File: config.mk
export PLATFORM = sky130hd
export DESIGN_NAME = hga_ram
export DESIGN_NICKNAME = d
export VERILOG_FILES = /design/src/rtl/core/generational_handle_allocator_macros.svh /design/src/rtl/core/hga_ram.sv
export SDC_FILE = /design/constraint.sdc
export NUM_CORES = 1
export LEC_CHECK = 0
export BUFFER_PORTS_ARGS = -buffer_cell sky130_fd_sc_hd__buf_2
export CAP_MARGIN = 10
export CORE_MARGIN = 2
export CORE_UTILIZATION = 50
export CTS_CLUSTER_DIAMETER = 100
export DETAILED_ROUTE_END_ITERATION = 10
export PLACE_DENSITY = 0.71
export SYNTH_ARGS = -nofsm -noshare
export SYNTH_HDL_FRONTEND = slang
export SYNTH_SLANG_ARGS = --single-unit
File: constraint.sdc
create_clock -name clk -period 1.8 [get_ports clk]
set_input_delay 0 -clock clk [delete_from_list [all_inputs] [get_ports clk]]
set_output_delay 0 -clock clk [all_outputs]
set_load 0.02 [all_outputs]
File: src/rtl/core/generational_handle_allocator_macros.svh
// ----------------------------------------------------------------------------
// Generational handle allocator assertion macros
// Shared property wrappers for the handle allocator checks.
// ----------------------------------------------------------------------------
`ifndef GENERATIONAL_HANDLE_ALLOCATOR_MACROS_SVH
`define GENERATIONAL_HANDLE_ALLOCATOR_MACROS_SVH

// Same-cycle implication, disabled while reset is high.
`define HGA_ASSERT_NOW(label, clk, rst, ante, cons, msg) \
  label: assert property (@(posedge clk) disable iff (rst) (ante) |-> (cons)) \
    else $error(msg);

// Next-cycle implication, disabled while reset is high.
`define HGA_ASSERT_NEXT(label, clk, rst, ante, cons, msg) \
  label: assert property (@(posedge clk) disable iff (rst) (ante) |=> (cons)) \
    else $error(msg);

`endif

File: src/rtl/core/hga_ram.sv
// ----------------------------------------------------------------------------
// Handle allocator RAM
// Simple dual-port RAM, one write and one registered read port.
// ----------------------------------------------------------------------------
`timescale 1ns / 1ps
`default_nettype none

module hga_ram #(
  parameter int WIDTH = 8,
  parameter int DEPTH = 16,
  localparam int AW = (DEPTH > 1) ? $clog2(DEPTH) : 1
) (
  input  wire logic             clk,
  input  wire logic             we,
  input  wire logic [AW-1:0]    waddr,
  input  wire logic [WIDTH-1:0] wdata,
  input  wire logic [AW-1:0]    raddr,
  output logic      [WIDTH-1:0] rdata
);

  logic [WIDTH-1:0] mem [DEPTH];

  always_ff @(posedge clk) begin
    if (we) begin
      mem[waddr] <= wdata;
    end
    rdata <= mem[raddr];
  end

endmodule

`default_nettype wire

## Word-level counts from Yosys, hierarchy flattened

Memory sizes are Yosys's and may differ from the RTL's. A register that Yosys moved wholly into a read port is not among the register bits.
Index checks and enable logic that the tools add are counted.

| storage, ports and cells | value |
|---|---|
| bits in registers | 0 |
| RAM bits | 128 |
| bits of input ports | 18 |
| output and inout bits | 8 |
| word-level logic and storage cells | 3 |
| memories | 1 |

Memory list:

| name | words | bits a word | read ports | clocked after Yosys merged registers in | write ports | line | text |
|---|---|---|---|---|---|---|---|
| mem | 16 | 8 | 1 | 1 | 1 | hga_ram.sv:21 | `logic [WIDTH-1:0] mem [DEPTH];` |

| operators by class | value |
|---|---|
| multiplexer cells | 2 |

Operator list:

| kind | number |
|---|---|
| 1-bit two-way mux | 2 |

## Depth between registers and ports, before layout

| logic depth | value |
|---|---|
| depth after elaboration | 2 |
| mapped depth | 5 |
| mapped depth without buffers | 3 |

## Least setup slack after synthesis

OpenSTA, ideal clock, no wires.

| timing | value |
|---|---|
| path type | input-to-reg |
| from | input port waddr[2] |
| to | memory mem[0][0], enable pin |
| library setup time | 0.383 ns |
| data arrival time | 1.110 ns |
| data required time | 1.417 ns |
| slack | 0.307 ns |
| cell stages on the path | 2 |
| buffers on the path | 0 |
| path through | or3b_2 nor3_1 |

RTL lines:

| element | line | text |
|---|---|---|
| start: declaration | hga_ram.sv:15 | `input wire logic [AW-1:0] waddr,` |
| end: declaration | hga_ram.sv:21 |  |

Straight into the memory's write port.

## Worst setup path in the final report

| timing | value |
|---|---|
| from | input port waddr[3] |
| to | memory mem[1][4], enable pin |

Straight into the memory's write port.

==> results by group <==
CTS
  • Post-CTS setup repair buffer count: 0
  • CTS buffer count: 17
  • Worst-skew pair later-pin latency: 0.52 ns
  • Clk root buf: clkbuf_8
  • Hold Buf Count CTS: 10
  • Post-CTS sizing: 0
  • Sink Count: 136
  • TritonCTS clock tree: built
  • Max Root-Sink Buffers: 2
  • CTS clk-pin slew, worst paths: 0.06 ns
  • H-tree depth: 4

Floorplan
  • Die Ht: 105 µm
  • Die W: 105 µm
  • Core Area: 10100 µm²
  • Die area: 11100 µm²
  • # IOs: 26
  • Initial Utilization: 50.8%
  • FP Rows: 37

Synthesis
  • Most frequent cells after synthesis: edfxtp_1 (128), mux4_2 (18), a22oi_1 (16)
  • Cell with the most instances after synthesis: edfxtp_1
  • Cells after Synth: 229
  • Post-synth EDFFs: 128
  • Syn Area/Cell: 22.5 µm²
  • Top cells by area, synth: edfxtp_1 (75%), mux4_2 (7.9%), mux4_1 (7.1%), dfxtp_1 (3.1%), a22oi_1 (2.3%)
  • Net Count, Synth: 247
  • Largest area contributor in the netlist: edfxtp_1
  • Netlist cell types: 19
  • Yosys reg bits: 136
  • Post-synthesis sequential area ratio: 77.8%
  • Top cell type's share of synthesized area: 74.7%
  • Fraction of registers with async set/reset: 0%
  • Top FF cell, synth: edfxtp_1
  • Cell Area, Synth: 5150 µm²
  • Syn. warnings: 0

Worst setup path
  • Critical Path End Type: flip-flop
  • Data arrival time of the critical path: 1.93 ns
  • Critical Path Start: waddr[3]
  • Crit-path max cell delay: 0.61 ns
  • Worst-path fanout max: 4
  • Critical path buffers and inverters: 3
  • Worst flop-to-flop path startpoint: mem[1][3]
  • CP Class: input port to flip-flop
  • CP top delay family: buffers and inverters
  • Most frequent cell on the critical path: dlygate4sd3_1
  • Required @ worst endpoint: 2.03 ns
  • Startpoint Class: input port
  • Worst-path cell chain: dlygate4sd3_1 > buf_2 > or3b_2 > nor2_1 > dlygate4sd3_1
  • Worst path slowest cell: dlygate4sd3_1

Status
  • Status: completed

Power and ir drop
  • Combinational power share: 4.9%
  • Psw: 1460 µW
  • Power share of the sequential group: 47.4%
  • Sw Ratio: 19.5%
  • Worst IR Drop VDD: 0.000648 V
  • Overall power: 7510 µW
  • Clk pwr share: 47.7%
  • Lkg Pwr: 0.00216 µW
  • Cell-internal power: 6050 µW
  • PwrDens: 1200 nW/µm²

Global route
  • First-pass GRT wire length: 14600 µm
  • Largest net degree at the start of global routing: 33
  • Initial antenna violation count: 0
  • Global route overflow: 0
  • Vias in the first global route: 2509
  • GRT Util Overall: 18.8%

Timing
  • Tcrit/Tclk final: 94.7%
  • Final Hold Viols: 0
  • Worst-Margin Slew: 0.482 ns
  • Min Tclk post-route: 1.70 ns
  • Max Freq: 0.587 GHz
  • TNS Setup: 0 ns
  • # setup viols final: 0
  • Slew headroom: 67.7%
  • Max-slew violations: 0
  • RSZ-0062 raised after global routing: no
  • Clock skew: 0.00828 ns

Job
  • Max Cap Violations: 0

Drt
  • Routed len/inst: 21.5 µm
  • Drt drc: 0
  • Vias per cell: 5.59
  • Pre-antenna DRT Iters: 4
  • Initial DRC count: 185
  • Via count: 2489
  • Final WL: 9570 µm
  • Post-route ant nets: 0

Placement
  • Port Buffer Count: 25
  • Post-detail-place hpwl: 5750 µm
  • GPL Wtd Cong: 0.758

Finish
  • # diodes: 0
  • Area delta synth->final: 22.0%
  • Share of cells above drive strength 1: 32.0%
  • Final core occ: 62.0%
  • NumNets Final: 314

Hold path
  • Hold wc startpoint: waddr[2]
  • Hold Path Class: input port to flip-flop
[through the flow]
step	area (µm²)	cells	setup slack [ns]	hold WS, ns
2_1_floorplan	5150	229	0.307	0.0989
3_3_place_gp	5550	403	0.316	0.390
3_5_place_dp	5550	403	0.330	0.400
4_1_cts	6280	445	0.157	0.00278
5_1_grt	6280	445	0.0307	0.0272
6_report	6280	445	0.0961	0.0244
[state kept, by name (all words and copies together) (netlist names)]
signal and flops:
rdata 8, mem 128
[power by group through the flow]
| stage | logic, µW | clock network, µW | registers (µW) |
|---|---|---|---|
| after CTS | 368 | 3620 | 3560 |
| after global routing | 393 | 3770 | 3570 |
| after floorplan | 180 | 0 | 3650 |
| after global placement | 343 | 0 | 3630 |
| final | 365 | 3590 | 3560 |
| after detailed placement | 348 | 0 | 3630 |
[area by class of cell]
| class | count | area, µm² |
|---|---|---|
| clock inverters | 12 | 173 |
| clock buffers | 20 | 455 |
| fillers | 672 | 3860 |
| multi-input cells | 83 | 1060 |
| flip-flops and latches | 136 | 4000 |
| well taps | 136 | 170 |
| repair buffers | 58 | 423 |
[worst min-delay path: cells and delay by family]
| kind | cells | cell delay [ns] |
|---|---|---|
| buffers and inverters | 1 | 0.10 |
| AND/OR/NAND/NOR | 2 | 0.25 |
[worst paths after layout]
path	to	slack [ns]	cells after the start
min reg2reg	rdata[1]	0.66	3
max reg2reg	rdata[3]	0.45	3
max	mem[1][4]	0.1	5
min	mem[2][4]	0.02	3
[cell usage in the layout, fill, tap and decap left out, drive strengths merged]
cell type,count
edfxtp,128
buf,48
mux4,32
clkbuf,20
a22oi,16
nor2,13
dlygate4sd3,10
nand2,9
dfxtp,8
clkinvlp,5
nor3,4
bufinv,4
clkinv,3
nand3b,2
nand2b,2
nor2b,1
and2,1
and2b,1
nand3,1
or3b,1
[layer usage]
layer	vias up	global-route usage, %	part of all wire, %
met4	0	7.62	1.4
met2	100	30.1	50
met1	1269	24.4	41
li1	1107	-	-
met5	-	0	0
met3	13	5.50	7.9
[kinds of logic after synthesis]
group | after synthesis | share of synthesized area (%)
compound gates | 16 | 2.33
flops | 136 | 77.8
simple gates | 35 | 3.18
buf+inv | 10 | 1.68
mux | 32 | 15.0
No activity file was read; power rests on OpenSTA's default activity.
