`config.mk`:
```
export PLATFORM = sky130hd
export DESIGN_NAME = hga_decode
export DESIGN_NICKNAME = d
export VERILOG_FILES = /design/src/rtl/core/generational_handle_allocator_macros.svh /design/src/rtl/core/hga_pkg.sv /design/src/rtl/core/hga_decode.sv
export SDC_FILE = /design/constraint.sdc
export NUM_CORES = 1
export LEC_CHECK = 0
export ABC_AREA = 0
export BUFFER_PORTS_ARGS = -buffer_cell sky130_fd_sc_hd__buf_2
export CORE_MARGIN = 5
export CORE_UTILIZATION = 39
export DETAILED_ROUTE_END_ITERATION = 10
export PLACE_DENSITY = 0.82
export SETUP_SLACK_MARGIN = 0.5
export SYNTH_ARGS = -nofsm -noshare
export SYNTH_HDL_FRONTEND = slang
export SYNTH_SLANG_ARGS = --single-unit
```
`constraint.sdc`:
```
create_clock -name clk -period 3.45 [get_ports clk]
set_input_delay 0.69 -clock clk [delete_from_list [all_inputs] [get_ports clk]]
set_output_delay 0.69 -clock clk [all_outputs]
set_load 0.01 [all_outputs]
```
`src/rtl/core/generational_handle_allocator_macros.svh`:
```
// ----------------------------------------------------------------------------
// Generational handle allocator assertion macros
// Shared property wrappers for the handle allocator checks.
// ----------------------------------------------------------------------------
`ifndef GENERATIONAL_HANDLE_ALLOCATOR_MACROS_SVH
`define GENERATIONAL_HANDLE_ALLOCATOR_MACROS_SVH

// Same-cycle implication, disabled while reset is high.
`define HGA_ASSERT_NOW(label, clk, rst, ante, cons, msg) \
  label: assert property (@(posedge clk) disable iff (rst) (ante) |-> (cons)) \
    else $error(msg);

// Next-cycle implication, disabled while reset is high.
`define HGA_ASSERT_NEXT(label, clk, rst, ante, cons, msg) \
  label: assert property (@(posedge clk) disable iff (rst) (ante) |=> (cons)) \
    else $error(msg);

`endif

```
`src/rtl/core/hga_pkg.sv`:
```
// ----------------------------------------------------------------------------
// Handle allocator package
// Shared types, codes and constants of the generational handle allocator.
// ----------------------------------------------------------------------------
`timescale 1ns / 1ps
`default_nettype none

package hga_pkg;

  localparam int SLOTS_DEFAULT = 1024;
  localparam int NS_W          = 12;
  localparam int NS_SHIFT      = 20;
  localparam int HANDLE_W      = 32;
  localparam int GEN_W         = 32;
  localparam int STATUS_W      = 2;

  localparam logic [STATUS_W-1:0] STATUS_OK    = 2'd0;
  localparam logic [STATUS_W-1:0] STATUS_STALE = 2'd1;
  localparam logic [STATUS_W-1:0] STATUS_FULL  = 2'd2;

  localparam logic REQ_ALLOC   = 1'b0;
  localparam logic REQ_RELEASE = 1'b1;

  typedef struct packed {
    logic                req_type;
    logic [HANDLE_W-1:0] handle_index;
    logic [GEN_W-1:0]    handle_generation;
  } req_t;

  typedef struct packed {
    logic [STATUS_W-1:0] status;
    logic [HANDLE_W-1:0] result_index;
    logic [GEN_W-1:0]    result_generation;
  } rsp_t;

  // Control for the item held between decode and commit.
  typedef struct packed {
    logic valid;
    logic release_req;
    logic bad_handle;
  } hga_ctl_t;

endpackage

`default_nettype wire

```
`src/rtl/core/hga_decode.sv`:
```
// ----------------------------------------------------------------------------
// Handle allocator decode
// Register the item, strip the namespace base and screen bad handles.
// ----------------------------------------------------------------------------
`timescale 1ns / 1ps
`default_nettype none

module hga_decode #(
  parameter int SLOTS = hga_pkg::SLOTS_DEFAULT,
  localparam int IDXW = (SLOTS > 1) ? $clog2(SLOTS) : 1
) (
  input  wire logic                   clk,
  input  wire logic                   rst,
  input  wire logic                   accept,
  input  wire hga_pkg::req_t          request,
  input  wire logic [hga_pkg::NS_W-1:0] ns_id,
  output logic      [IDXW-1:0]        slot_raddr,
  output hga_pkg::hga_ctl_t           ctl,
  output logic      [IDXW-1:0]        slot,
  output logic      [hga_pkg::GEN_W-1:0] hgen
);

  import hga_pkg::*;

  logic [HANDLE_W-1:0] base;
  logic [HANDLE_W-1:0] offset;
  logic                bad;

  always_comb begin
    base   = HANDLE_W'(ns_id) << NS_SHIFT;
    offset = request.handle_index - base;
    bad    = (request.handle_generation == '0) ||
             (request.handle_index < base) ||
             (offset >= HANDLE_W'(SLOTS));
  end

  // Slot table is read at the raw offset; the commit stage ignores it when bad.
  assign slot_raddr = offset[IDXW-1:0];

  always_ff @(posedge clk) begin
    if (rst) begin
      ctl.valid <= 1'b0;
    end else begin
      ctl.valid <= accept;
    end
    ctl.release_req <= (request.req_type == REQ_RELEASE);
    ctl.bad_handle  <= bad;
    slot            <= offset[IDXW-1:0];
    hgen            <= request.handle_generation;
  end

endmodule

`default_nettype wire

```
======== After elaboration in Yosys (flattened, before gate mapping) ========
Cells that the tools add are included.
word-level totals
  register bits ........................... 45
  input port bits ......................... 80
  output and inout port bits .............. 55
  logic and storage cells ................. 11
cells by class
  add/sub/neg operators ................... 1
  magnitude comparators ................... 2
  reduce and logical (&&, ||, !) cells .... 3
operator list
  kind                                                                  count
  greater-or-equal comparator 32 x 11 -> 1 bit (second input constant)  1
  logical NOT 32 bit                                                    1
  less-than comparator 32 bit                                           1
  subtractor 32 bit                                                     1
  logical OR 1 bit                                                      2

======== Depth between registers and ports, before layout ========
Gate-level depths: netlist of run 1.
  depth after elaboration ................. 3
  mapped depth ............................ 9
  mapped depth without buffers ............ 9

======== Worst setup path before layout of run 1 ========
No wires, ideal clock.
  kind .................................... in2reg
  start ................................... input port request[52] in the netlist's numbering
  end ..................................... register ctl[0] in the netlist's numbering
  setup time .............................. 137 ps
  arrival time ............................ 2522 ps
  data required time ...................... 3313 ps
  slack ................................... 791 ps
  stages on the path ...................... 8
  path buffers ............................ 0
  cells stage by stage .................... inv_1 -> ha_1 -> fa_1 -> nor4b_1 -> nand4_1 -> or4_1 -> nor4_1 -> o2111ai_1
between the ends
  cells in the longest elaborated chain, start to end .. 3
  elaborated cells on any way between the ends .. 5
  those cells by class .................... 1 x add/sub; 2 x order compare; 2 x reduce/logical
RTL lines
  element                                                                           line                                RTL
  start, declared                                                                   hga_decode.sv:15                    input wire hga_pkg::req_t request,
  subtractor 32 bit or less-than comparator 32 bit (tied branches)                  hga_decode.sv:31, hga_decode.sv:33
  greater-or-equal comparator 32 x 11 -> 1 bit or logical OR 1 bit (tied branches)  hga_decode.sv:34, hga_decode.sv:32
  logical OR 1 bit (*)                                                              hga_decode.sv:33                    (request.handle_index < base) ||
  named net bad                                                                     hga_decode.sv:27                    logic bad;
  end, declared                                                                     hga_decode.sv:18                    output hga_pkg::hga_ctl_t ctl,
The timed path passes the listed nets; every way through them passes the cells marked *.
A chain may end at the register's enable or synchronous reset.

======== Worst setup path after layout of run 1 ========
Same ends and word-level chain as after synthesis.

==> implementation parameters, run 1 <==
Parameter                              Value

Die
  Site row count ... 24
  Starting density of the core ... 39.7%
  Core area ... 4290 um2
  Die W ... 76.1 um
  Die height ... 76.1 um
  Total Die Area ... 5800 um2
  Number of placed I/O pins ... 135

Synth
  Synthesis warning total ... 0
  Cell type with the highest aggregate area in the netlist ... dfxtp_1
  Fraction of the mapped netlist area in compound gates ... ~13%
  Yosys top cell area share ... 52.8%
  Dominant combinational cell family by area after synthesis ... compound AO/OA/AOI/OAI gates
  Sequential fraction of the synthesis area ... 52.8%
  Average instance area after synthesis ... 10.5 um2
  Post-synthesis net count ... 255
  Summed instance area of the synthesized netlist ... 1710 um2
  Primary FF master, synth ... dfxtp_1
  Most area-consuming cells after synthesis ... dfxtp_1 (53%), ha_1 (8.8%), buf_4 (4.8%)
  Share of synthesized flip-flops with an asynchronous set or reset ... 0%
  Fraction of the mapped netlist area in simple logic gates ... roughly an eighth
  Number of synthesized flops with an enable pin ... 0
  #FFs+latches synth ... 45
  Portion of netlist area occupied by mux cells ... approximately 1.8%
  Cell count after synthesis ... 162
  Number of distinct library cells after synthesis ... 37
  Post-synthesis share of cell area spent on full adders, half adders and majority gates ... 9.98%
  Synthesized-area fraction occupied by xor and xnor cells ... 0.514%

Routing
  Number of DRC markers after the initial detailed-route iteration ... 42
  Via/cell ratio ... 4.84
  Routed Antenna Nets ... 0
  DR WL/cell ... ~15 um
  Number of vias in the routed layout ... about 1,700
  DRC ... 0
  Count of TritonRoute iterations in the first routing pass ... 4
  Wirelength, routed ... ~5000 um

CTS
  Number of H-tree levels ... 2
  Number of cells upsized or downsized after cts ... 0
  CTS hold repair buffers ... 0
  CTS sink count ... 45
  Setup Fix Bufs, Post-CTS ... 0
  Clock input transition at the sequential cells of the worst setup and hold paths ... 0.07 ns
  Clock root cell ... clkbuf_8
  Number of buffers created by CTS ... 5
  Buffer levels on the longest clock path ... 2
  Clock tree from TritonCTS ... yes

Cells and area
  Relative area change from synthesis to final layout ... 43.0%
  Fraction of final layout cells with drive strength greater than 1 ... 48.1%
  Most common library cell in the layout ignoring fill and taps ... buf_2
  Net count of the finished layout ... about 390
  Diodes inserted ... 0
  Final-layout fill cell count ... between 400 and 500
  Leading cell types in the layout, fill and taps excluded ... buf_2 (134), dfxtp_1 (45), inv_1 (19)

Global route
  Global-route wire length before repair ... 8420 um
  Number of antenna violations at the first check in global routing ... 0
  Global routing usage summed across all routing layers ... between 15 and 20%
  Via count of the first global-routing pass ... 1,736
  Maximum number of pins on one net before global-route repair ... 13
  Grt total ovfl ... 0

Power and ir drop
  Peak supply drop ... 0.149 mV
  Total net switching power ... 0.267 mW
  Leakage power of the design ... 1.28 nW
  Sequential share of power ... 52.2%
  Power density over the cells ... between 400 and 500 nW/um2
  Switching Share ... 25.2%
  Comb power frac ... 19.7%
  Power share of the clock group ... 28.1%
  Internal cell power ... 0.791 mW

STA
  RSZ-0062 raised after global routing ... false
  Actual transition at the worst max-transition pin ... 0.400 ns
  Maximum clock frequency ... ~0.38 GHz
  Number of setup violations in the final report ... 0
  Slew HR ... 73.0%
  Post-layout minimum cycle time ... 2.66 ns
  Post-route worst hold slack ... 0.512 ns
  Ratio of final minimum period to clock period ... 77.0%
  Hold Violations, Final ... 0
  Total negative slack for setup checks ... 0 ns
  Pins over their slew limit ... 0

Worst setup path
  Crit. Startpoint ... request[52]
  CP Data Required Time ... 3.61 ns
  Type of origin of the critical path ... input pin
  Total buffers and inverters traversed by the critical path ... 2
  Setup Crit Path Kind ... input pin to register
  CP endpoint kind ... register
  Slowest-stage cell, CP ... fa_1
  Data arrival time at the worst-slack endpoint ... between 2 and 3 ns
  Ordered cell list for the critical path ... buf_2 > inv_1 > ha_1 > fa_1 > nor4b_1 > nand4_1 > or4_1 > nor4_1 > o2111ai_1
  Cell family with most CP delay ... simple AND/OR/NAND/NOR gates
  Worst path max stage delay ... 0.48 ns
  Highest fanout seen on the critical path ... 2

Min path
  Hold worst-path end ... ctl[1]
  Startpoint of the most critical hold path ... request[64]
  Path type of the worst min-delay path ... input pin to register
  Min-Delay Path Depth ... 1

Placement
  HPWL after detailed placement ... 4210 um
  Global placer's final weighted congestion ... 0.789
  Port Buffers ... 134

Flow run
  Max-cap viol count ... 0

Outcome
  Run status ... completed
-- area by class of cell --
cell class	instances	area, um2	share of cell area, %
clock buffer	8	80.1	3.28
timing repair buffer	134	671	27.5
sequential	45	901	36.9
multi-input combinational	86	647	26.5
inverter	20	75.1	3.08
tap	52	65.1	2.67
-- worst max-delay path by stage --
| stage | endpoint | slack, ns | cells past startpoint |
|---|---|---|---|
| 3_3_place_gp | ctl[0] | 0.57 | 9 |
| 5_1_grt | ctl[0] | 0.62 | 9 |
| 6_report | ctl[0] | 0.79 | 9 |
| 4_1_cts | ctl[0] | 0.78 | 9 |
| 3_5_place_dp | ctl[0] | 0.46 | 9 |
| 2_1_floorplan | ctl[0] | 0.79 | 8 |
-- flip-flops by register name (all words and copies together) (netlist names) --
register and count:
ctl 3, slot 10, hgen 32
-- per-stage QoR --
| stage | total power, mW | instance area [um2] | worst slack [ns] | utilization [%] | std cells |
|---|---|---|---|---|---|
| floorplan | 0.680 | 1710 | 0.791 | - | 162 |
| global placement | 0.768 | 2360 | 0.574 | 54.9 | 337 |
| detailed placement | 0.773 | 2360 | 0.465 | 54.9 | 337 |
| CTS | 1.07 | 2440 | 0.777 | 56.8 | 345 |
| global route | 1.12 | 2440 | 0.616 | 56.8 | 345 |
| finish | 1.06 | 2440 | 0.794 | 56.8 | 345 |
-- cells by family after synthesis --
logic type      count (synthesis)
compound gates                 31
xor+xnor                        1
fa+ha+maj                      13
buf+inv                        31
flops                          45
mux                             3
simple gates                   38
-- Yosys cell counts (3+ instances only) --
| library cell | number |
|---|---|
| buf_4 | 11 |
| nand2_1 | 7 |
| nand3_1 | 4 |
| o21a_1 | 3 |
| o21ai_0 | 5 |
| a21oi_1 | 3 |
| inv_1 | 19 |
| ha_1 | 12 |
| dfxtp_1 | 45 |
| nand4_1 | 3 |
| nor4_1 | 10 |
| nor2b_1 | 5 |
-- per-layer routing --
layer,vias to the layer above,share of wire [%],GRT usage [%]
met3,13,9.3,5.67
met1,734,38,19.3
met2,94,50,31.2
met4,0,2.2,6.64
li1,828,-,-
met5,-,0,0
-- power by group through the flow --
stage               sequential, mW  combinational (mW)  clock [mW]
finish                       0.552               0.209       0.297
floorplan                    0.580              0.0993           0
CTS                          0.552               0.210       0.306
global placement             0.563               0.205           0
global route                 0.555               0.234       0.332
detailed placement           0.564               0.208           0
(Power assumes the default switching activity.)
==> inputs of run 2 (changes only) <==
--- a/config.mk
+++ b/config.mk
@@ -5,12 +5,12 @@
 export SDC_FILE = /design/constraint.sdc
 export NUM_CORES = 1
 export LEC_CHECK = 0
-export ABC_AREA = 0
+export ABC_AREA = 1
 export BUFFER_PORTS_ARGS = -buffer_cell sky130_fd_sc_hd__buf_2
 export CORE_MARGIN = 5
-export CORE_UTILIZATION = 39
+export CORE_UTILIZATION = 37
 export DETAILED_ROUTE_END_ITERATION = 10
-export PLACE_DENSITY = 0.82
+export PLACE_DENSITY = 0.78
 export SETUP_SLACK_MARGIN = 0.5
 export SYNTH_ARGS = -nofsm -noshare
 export SYNTH_HDL_FRONTEND = slang
==> constraint.sdc (replaced) <==
create_clock -name clk -period 2.3 [get_ports clk]
set_input_delay 0.46 -clock clk [delete_from_list [all_inputs] [get_ports clk]]
set_output_delay 0.46 -clock clk [all_outputs]
set_load 0.01 [all_outputs]
==> implementation parameters, run 2 <==
Parameter                              Value

Synth
  Synth cell count leaders ... nand2_1 (69), dfxtp_1 (45), nor2_1 (42)
  Share of synthesized flip-flops with an asynchronous set or reset ... 0% (unchanged)
  Average instance area after synthesis ... 7.56 um2 (-28%)
  Most common cell in the netlist ... nand2_1
  Number of synthesized flops with an enable pin ... 0 (unchanged)
  Sequential fraction of the synthesis area ... 46.9% (-5.9 points)
  Cell count after synthesis ... 254 (+57%)
  Post-synthesis net count ... 347 (+36%)
  Cell type with the highest aggregate area in the netlist ... dfxtp_1
  #FFs+latches synth ... 45 (unchanged)
  Summed instance area of the synthesized netlist ... 1920 um2 (+13%)
  Synthesis warning total ... 0 (unchanged)
  Yosys top cell area share ... 46.9% (-5.9 points)
  Primary FF master, synth ... dfxtp_1
  Number of distinct library cells after synthesis ... 20 (-46%)
  Most area-consuming cells after synthesis ... dfxtp_1 (47%), nand2_1 (13%), nor2_1 (8.2%)

Cells and area
  Diodes inserted ... 0 (unchanged)
  Register ranked first by flip-flop count ... hgen
  Relative area change from synthesis to final layout ... 41.5%
  Leading cell types in the layout, fill and taps excluded ... buf_2 (134), nand2_1 (69), dfxtp_1 (45)
  Number of flip-flops in the largest register ... 32 (unchanged)
  Fraction of the core area covered by cells at the end of the flow ... 53.5% (-3.3 points)
  Registers with the most flip-flops ... hgen x32, slot x10, ctl x3
  Net count of the finished layout ... 477 (+24%)
  Fraction of final layout cells with drive strength greater than 1 ... 39.5% (-8.6 points)
  Non-filler instance count after layout ... 455 (+32%)
  Most common library cell in the layout ignoring fill and taps ... buf_2

Die
  Die W ... 82.0 um (+7.8%)
  Die height ... 82.0 um (+7.8%)
  Core area ... 5070 um2 (+18%)
  Total Die Area ... 6730 um2 (+16%)
  Site row count ... 26 (+8.3%)
  Number of placed I/O pins ... 135 (unchanged)
  Starting density of the core ... 37.8% (-1.9 points)

Worst setup path
  CP endpoint kind ... register
  Setup Crit Path Kind ... input pin to register
  Data arrival time at the worst-slack endpoint ... 1.95 ns (-0.86 ns)
  Type of origin of the critical path ... input pin
  CP Data Required Time ... 2.47 ns (-1.14 ns)
  Highest fanout seen on the critical path ... 2 (unchanged)

STA
  Final worst-path setup slack ... 0.515 ns (-0.278 ns)
  Hold Violations, Final ... 0 (unchanged)
  Maximum clock frequency ... 0.560 GHz
  Ratio of final minimum period to clock period ... about 78%
  Actual transition at the worst max-transition pin ... 0.265 ns (-0.135 ns)
  Total negative slack for setup checks ... 0 ns (unchanged)
  Pins over their slew limit ... 0 (unchanged)
  Slew HR ... 82.4% (+9.4 points)
  Number of setup violations in the final report ... 0 (unchanged)
  Post-layout minimum cycle time ... 1.78 ns
  RSZ-0062 raised after global routing ... true

Flow run
  Max-cap viol count ... 0 (unchanged)

CTS
  Setup Fix Bufs, Post-CTS ... 0 (unchanged)
  CTS hold repair buffers ... 0 (unchanged)
  CTS sink count ... 45 (unchanged)
  Clock root cell ... clkbuf_8
  Buffer levels on the longest clock path ... 2 (unchanged)
  Number of buffers created by CTS ... 5 (unchanged)
  Number of cells upsized or downsized after cts ... 0 (unchanged)
  Clock tree from TritonCTS ... yes
  Clock input transition at the sequential cells of the worst setup and hold paths ... 0.08 ns (about the same)
  Number of H-tree levels ... 2 (unchanged)

Placement
  Global placer's final weighted congestion ... 0.887 (+12%)
  Port Buffers ... 134 (unchanged)
  HPWL after detailed placement ... 4220 um (+0.36%)
  Worst setup slack before clock tree synthesis ... 0.237 ns (-0.228 ns)
  Placed cell count ... 447 (+33%)

Global route
  Global-route wire length before repair ... 6980 um (-17%)
  Global routing usage summed across all routing layers ... 13.0% (-4.5 points)
  Number of antenna violations at the first check in global routing ... 0 (unchanged)
  Grt total ovfl ... 0 (unchanged)
  Maximum number of pins on one net before global-route repair ... 15 (+2)
  Via count of the first global-routing pass ... 1,788 (+3.0%)

Power and ir drop
  Power density over the cells ... 652 nW/um2 (+50%)
  Peak supply drop ... 0.312 mV (+110%)
  Overall power of the completed layout ... 1.77 mW (+67%)
  Leakage power of the design ... 1.56 nW (+21%)

Routing
  Routed Antenna Nets ... 0 (unchanged)
  Via/cell ratio ... 4.25 (-12%)
  Number of vias in the routed layout ... 1,932 (+16%)
  DR WL/cell ... 10.6 um (-27%)
  Count of TritonRoute iterations in the first routing pass ... 4 (unchanged)
  Number of DRC markers after the initial detailed-route iteration ... 48 (+14%)
  DRC ... 0 (unchanged)
  Wirelength, routed ... 4840 um (-3.9%)

Min path
  Path type of the worst min-delay path ... input pin to register

Outcome
  Run status ... completed
[run 2: cell count changes after synthesis, sizes merged, moves of 3 or more]
cell / delta
inv: +19
nand2: +65
nand3: +11
nor2: +42
nor2b: -5
nor4: -10
o21a: -3
o21ai: -6
[run 2: where the power goes]
| part | switching (mW) | internal, mW | total, mW | leakage [nW] |
|---|---|---|---|---|
| Clock | 0.243 | 0.353 | 0.596 | 0.0574 |
| Combinational | 0.193 | 0.155 | 0.348 | 1.12 |
| Sequential | 0.00825 | 0.819 | 0.827 | 0.379 |
| Total | 0.444 | 1.33 | 1.77 | 1.56 |
[run 2: area by class of cell]
cell class,instances,area (um2)
Inverter,39,146
Tap cell,70,87.6
Clock buffer,6,82.6
Clock inverter,2,37.5
Fill cell,487,2360
Timing Repair Buffer,134,671
Sequential cell,45,901
Multi-Input combinational cell,159,791
[run 2: path summary, 6_finish.rpt]
path	start	endpoint	slack [ns]	cells past startpoint
max	request[52]	ctl[0]	0.52	13
min	request[64]	ctl[1]	0.28	1
[run 2: per-layer routing]
layer  GRT usage (%)  share of wire, %
met5               0                 0
met1            13.0                37
met2            25.3                50
met3            3.62                11
met4            4.65               1.3
[run 2: worst max-delay path, cell delays in order]
cell     delay (ns)
buf_2          0.07
inv_1          0.03
ha_2           0.19
fa_2           0.52
nand2_1        0.05
inv_1          0.04
nand2_1        0.05
nor2_1         0.08
nand3_1        0.08
nor2_1         0.10
nand4_1        0.10
nor2_1         0.11
nand4_1        0.08
[run 2: cell families (layout without fill, tap and decap cells)]
| family | after synthesis | in the layout | synth area share, % |
|---|---|---|---|
| DFF | 45 | 45 | 46.9 |
| buffers and inverters | 50 | 181 | 12.1 |
| adders and majority gates | 13 | 13 | 8.87 |
| and+or+nand+nor | 138 | 138 | 29.6 |
| AOI/OAI and AO/OA | 8 | 8 | 2.48 |
[run 2: metrics by stage]
stage | hold WS, ns | instance area [um2]
4_1_cts | 0.266 | 2710
3_5_place_dp | 0.567 | 2590
2_1_floorplan | 0.488 | 1920
6_report | 0.278 | 2720
3_3_place_gp | 0.563 | 2590
5_1_grt | 0.267 | 2720
==> inputs of run 3 (changes only) <==
--- a/config.mk
+++ b/config.mk
@@ -8,9 +8,9 @@
 export ABC_AREA = 1
 export BUFFER_PORTS_ARGS = -buffer_cell sky130_fd_sc_hd__buf_2
 export CORE_MARGIN = 5
-export CORE_UTILIZATION = 37
+export CORE_UTILIZATION = 40
 export DETAILED_ROUTE_END_ITERATION = 10
-export PLACE_DENSITY = 0.78
+export PLACE_DENSITY = 0.8
 export SETUP_SLACK_MARGIN = 0.5
 export SYNTH_ARGS = -nofsm -noshare
 export SYNTH_HDL_FRONTEND = slang
==> constraint.sdc (replaced) <==
create_clock -name clk -period 1.65 [get_ports clk]
set_input_delay 0.33 -clock clk [delete_from_list [all_inputs] [get_ports clk]]
set_output_delay 0.33 -clock clk [all_outputs]
set_load 0.01 [all_outputs]
==> implementation parameters, run 3 (synthesis results as in run 2) <==
Parameter                              Value

STA
  Total negative slack for setup checks ... 0 ns (unchanged)
  Slew HR ... 82.3% (-0.083 points)
  Post-layout minimum cycle time ... 1.64 ns
  Hold Violations, Final ... 0 (unchanged)
  Number of setup violations in the final report ... 0 (unchanged)
  Pins over their slew limit ... 0 (unchanged)
  Ratio of final minimum period to clock period ... between 90% and 100%
  Post-route worst hold slack ... 0.145 ns (-0.133 ns)
  RSZ-0062 raised after global routing ... true
  Maximum clock frequency ... between 0.6 and 0.7 GHz
  Actual transition at the worst max-transition pin ... 0.266 ns (+0.00124 ns)

Worst setup path
  Data arrival time at the worst-slack endpoint ... 1.81 ns (-0.14 ns)
  CP Capture Point ... ctl[0]
  CP Data Required Time ... 1.82 ns (-0.65 ns)
  CP endpoint kind ... register
  Crit. Startpoint ... request[52]
  Type of origin of the critical path ... input pin
  Setup Crit Path Kind ... input pin to register
  Highest fanout seen on the critical path ... 2 (unchanged)

Cells and area
  Net count of the finished layout ... 490 (+2.7%)
  Leading cell types in the layout, fill and taps excluded ... buf_2 (132), nand2_1 (69), dfxtp_1 (45)
  Most common library cell in the layout ignoring fill and taps ... buf_2
  Register ranked first by flip-flop count ... hgen
  Number of flip-flops in the largest register ... 32 (unchanged)
  Fraction of final layout cells with drive strength greater than 1 ... 41.7% (+2.2 points)
  Registers with the most flip-flops ... hgen x32, slot x10, ctl x3
  Relative area change from synthesis to final layout ... 46.9%
  Diodes inserted ... 0 (unchanged)

Global route
  Grt total ovfl ... 0 (unchanged)
  Number of antenna violations at the first check in global routing ... 1 (+1)
  Global-route wire length before repair ... 8050 um (+15%)
  Global routing usage summed across all routing layers ... 15.7% (+2.7 points)
  Via count of the first global-routing pass ... 1,978 (+11%)
  Maximum number of pins on one net before global-route repair ... 15 (unchanged)

Placement
  Port Buffers ... 134 (unchanged)
  HPWL after detailed placement ... 4410 um (+4.6%)
  Global placer's final weighted congestion ... 0.881 (-0.70%)

Flow run
  Max-cap viol count ... 0 (unchanged)

Power and ir drop
  Power density over the cells ... 889 nW/um2 (+36%)
  Leakage power of the design ... 1.62 nW (+4.1%)
  Peak supply drop ... 0.420 mV (+35%)

CTS
  Clock root cell ... clkbuf_8
  Number of H-tree levels ... 2 (unchanged)
  Clock input transition at the sequential cells of the worst setup and hold paths ... 0.08 ns (about the same)
  CTS sink count ... 45 (unchanged)
  Number of buffers created by CTS ... 5 (unchanged)
  Clock tree from TritonCTS ... yes
  Buffer levels on the longest clock path ... 2 (unchanged)
  CTS hold repair buffers ... 0 (unchanged)

Die
  Total Die Area ... 6280 um2 (-6.6%)
  Site row count ... 25 (-3.8%)
  Die W ... 79.3 um (-3.4%)
  Die height ... 79.3 um (-3.4%)
  Core area ... 4690 um2 (-7.5%)
  Starting density of the core ... 40.9% (+3.1 points)
  Number of placed I/O pins ... 135 (unchanged)

Routing
  Count of TritonRoute iterations in the first routing pass ... 4 (unchanged)
  Wirelength, routed ... 4980 um (+2.9%)
  Routed Antenna Nets ... 0 (unchanged)
  DR WL/cell ... 11.0 um (+3.6%)
  DRC ... 0 (unchanged)
  Number of vias in the routed layout ... 1,964 (+1.7%)
  Highest routed metal layer ... met5
  Met2 layer wire length in the routed design ... 2570 um (+5.3%)
  Number of DRC markers after the initial detailed-route iteration ... 43 (-10%)
  Detailed-routed wire length on met3 ... 447 um (-19%)
  Via/cell ratio ... 4.35 (+2.3%)
  Detailed-route wire length on metal 1 ... 1880 um (+5.4%)

Outcome
  Run status ... completed

Min path
  Path type of the worst min-delay path ... input pin to register
## run 3: cell types whose count changed in the layout (fill, tap and decap cells not counted)
cell,change
inv_4,+1
buf_6,+2
buf_2,-2
buf_4,+13
ha_4,+1
ha_2,-1
inv_1,-1
## run 3: cell type report
class                   instances  area (um2)
flip-flops and latches         45         901
multi-input cells             159         801
inverters                      39         149
repair buffers                147         781
fillers                       433        1870
clock inverters                 2        37.5
clock buffers                   6        82.6
well taps                      54        67.6
## run 3: worst min-delay path by stage
stage	from	endpoint	slack, ns	cells past startpoint
after floorplan	request[64]	ctl[1]	0.36	0
after global placement	request[64]	ctl[1]	0.44	1
after detailed placement	request[64]	ctl[1]	0.44	1
after CTS	request[64]	ctl[1]	0.14	1
after global routing	request[0]	hgen[0]	0.14	1
final	request[64]	ctl[1]	0.14	1
## run 3: routing by layer
metal  track usage, %  vias to the layer above
li1                 -                     1056
met1             16.4                      811
met2             30.5                       84
met3             3.29                       11
met4             5.67                        2
met5                0                        -
## run 3: critical path, stage by stage
cell and delay [ns]:
buf_6 0.08, inv_4 0.03, ha_4 0.15, fa_2 0.52
nand2_1 0.05, inv_1 0.05, nand2_1 0.05, nor2_1 0.09
nand3_1 0.07, nor2_1 0.11, nand4_1 0.09, nor2_1 0.12
nand4_1 0.09
## run 3: timing repair
item	in CTS	in global routing
gates resized for setup	0	6
endpoints found under the setup margin	1	1
endpoints found under the hold margin	0	0
pin swaps	0	9
buffers inserted	0	0
## run 3: power breakdown
group / leakage, nW / internal, mW / switching (mW)
Combinational: 1.19 / 0.251 / 0.279
Sequential: 0.379 / 1.14 / 0.0111
Clock: 0.0574 / 0.492 / 0.331
Total: 1.62 / 1.88 / 0.621
## run 3: metrics by stage
| step | area (um2) | total power [mW] | setup slack, ns | utilization [%] | cells |
|---|---|---|---|---|---|
| 3_3_place_gp | 2670 | 1.69 | -0.235 | 56.9 | 444 |
| 2_1_floorplan | 1920 | 1.47 | -0.0352 | - | 254 |
| 4_1_cts | 2790 | 2.53 | 0.0501 | 59.5 | 452 |
| 6_report | 2820 | 2.51 | 0.00594 | 60.1 | 452 |
| 5_1_grt | 2820 | 2.67 | -0.0687 | 60.1 | 452 |
| 3_5_place_dp | 2670 | 1.70 | -0.259 | 56.9 | 444 |
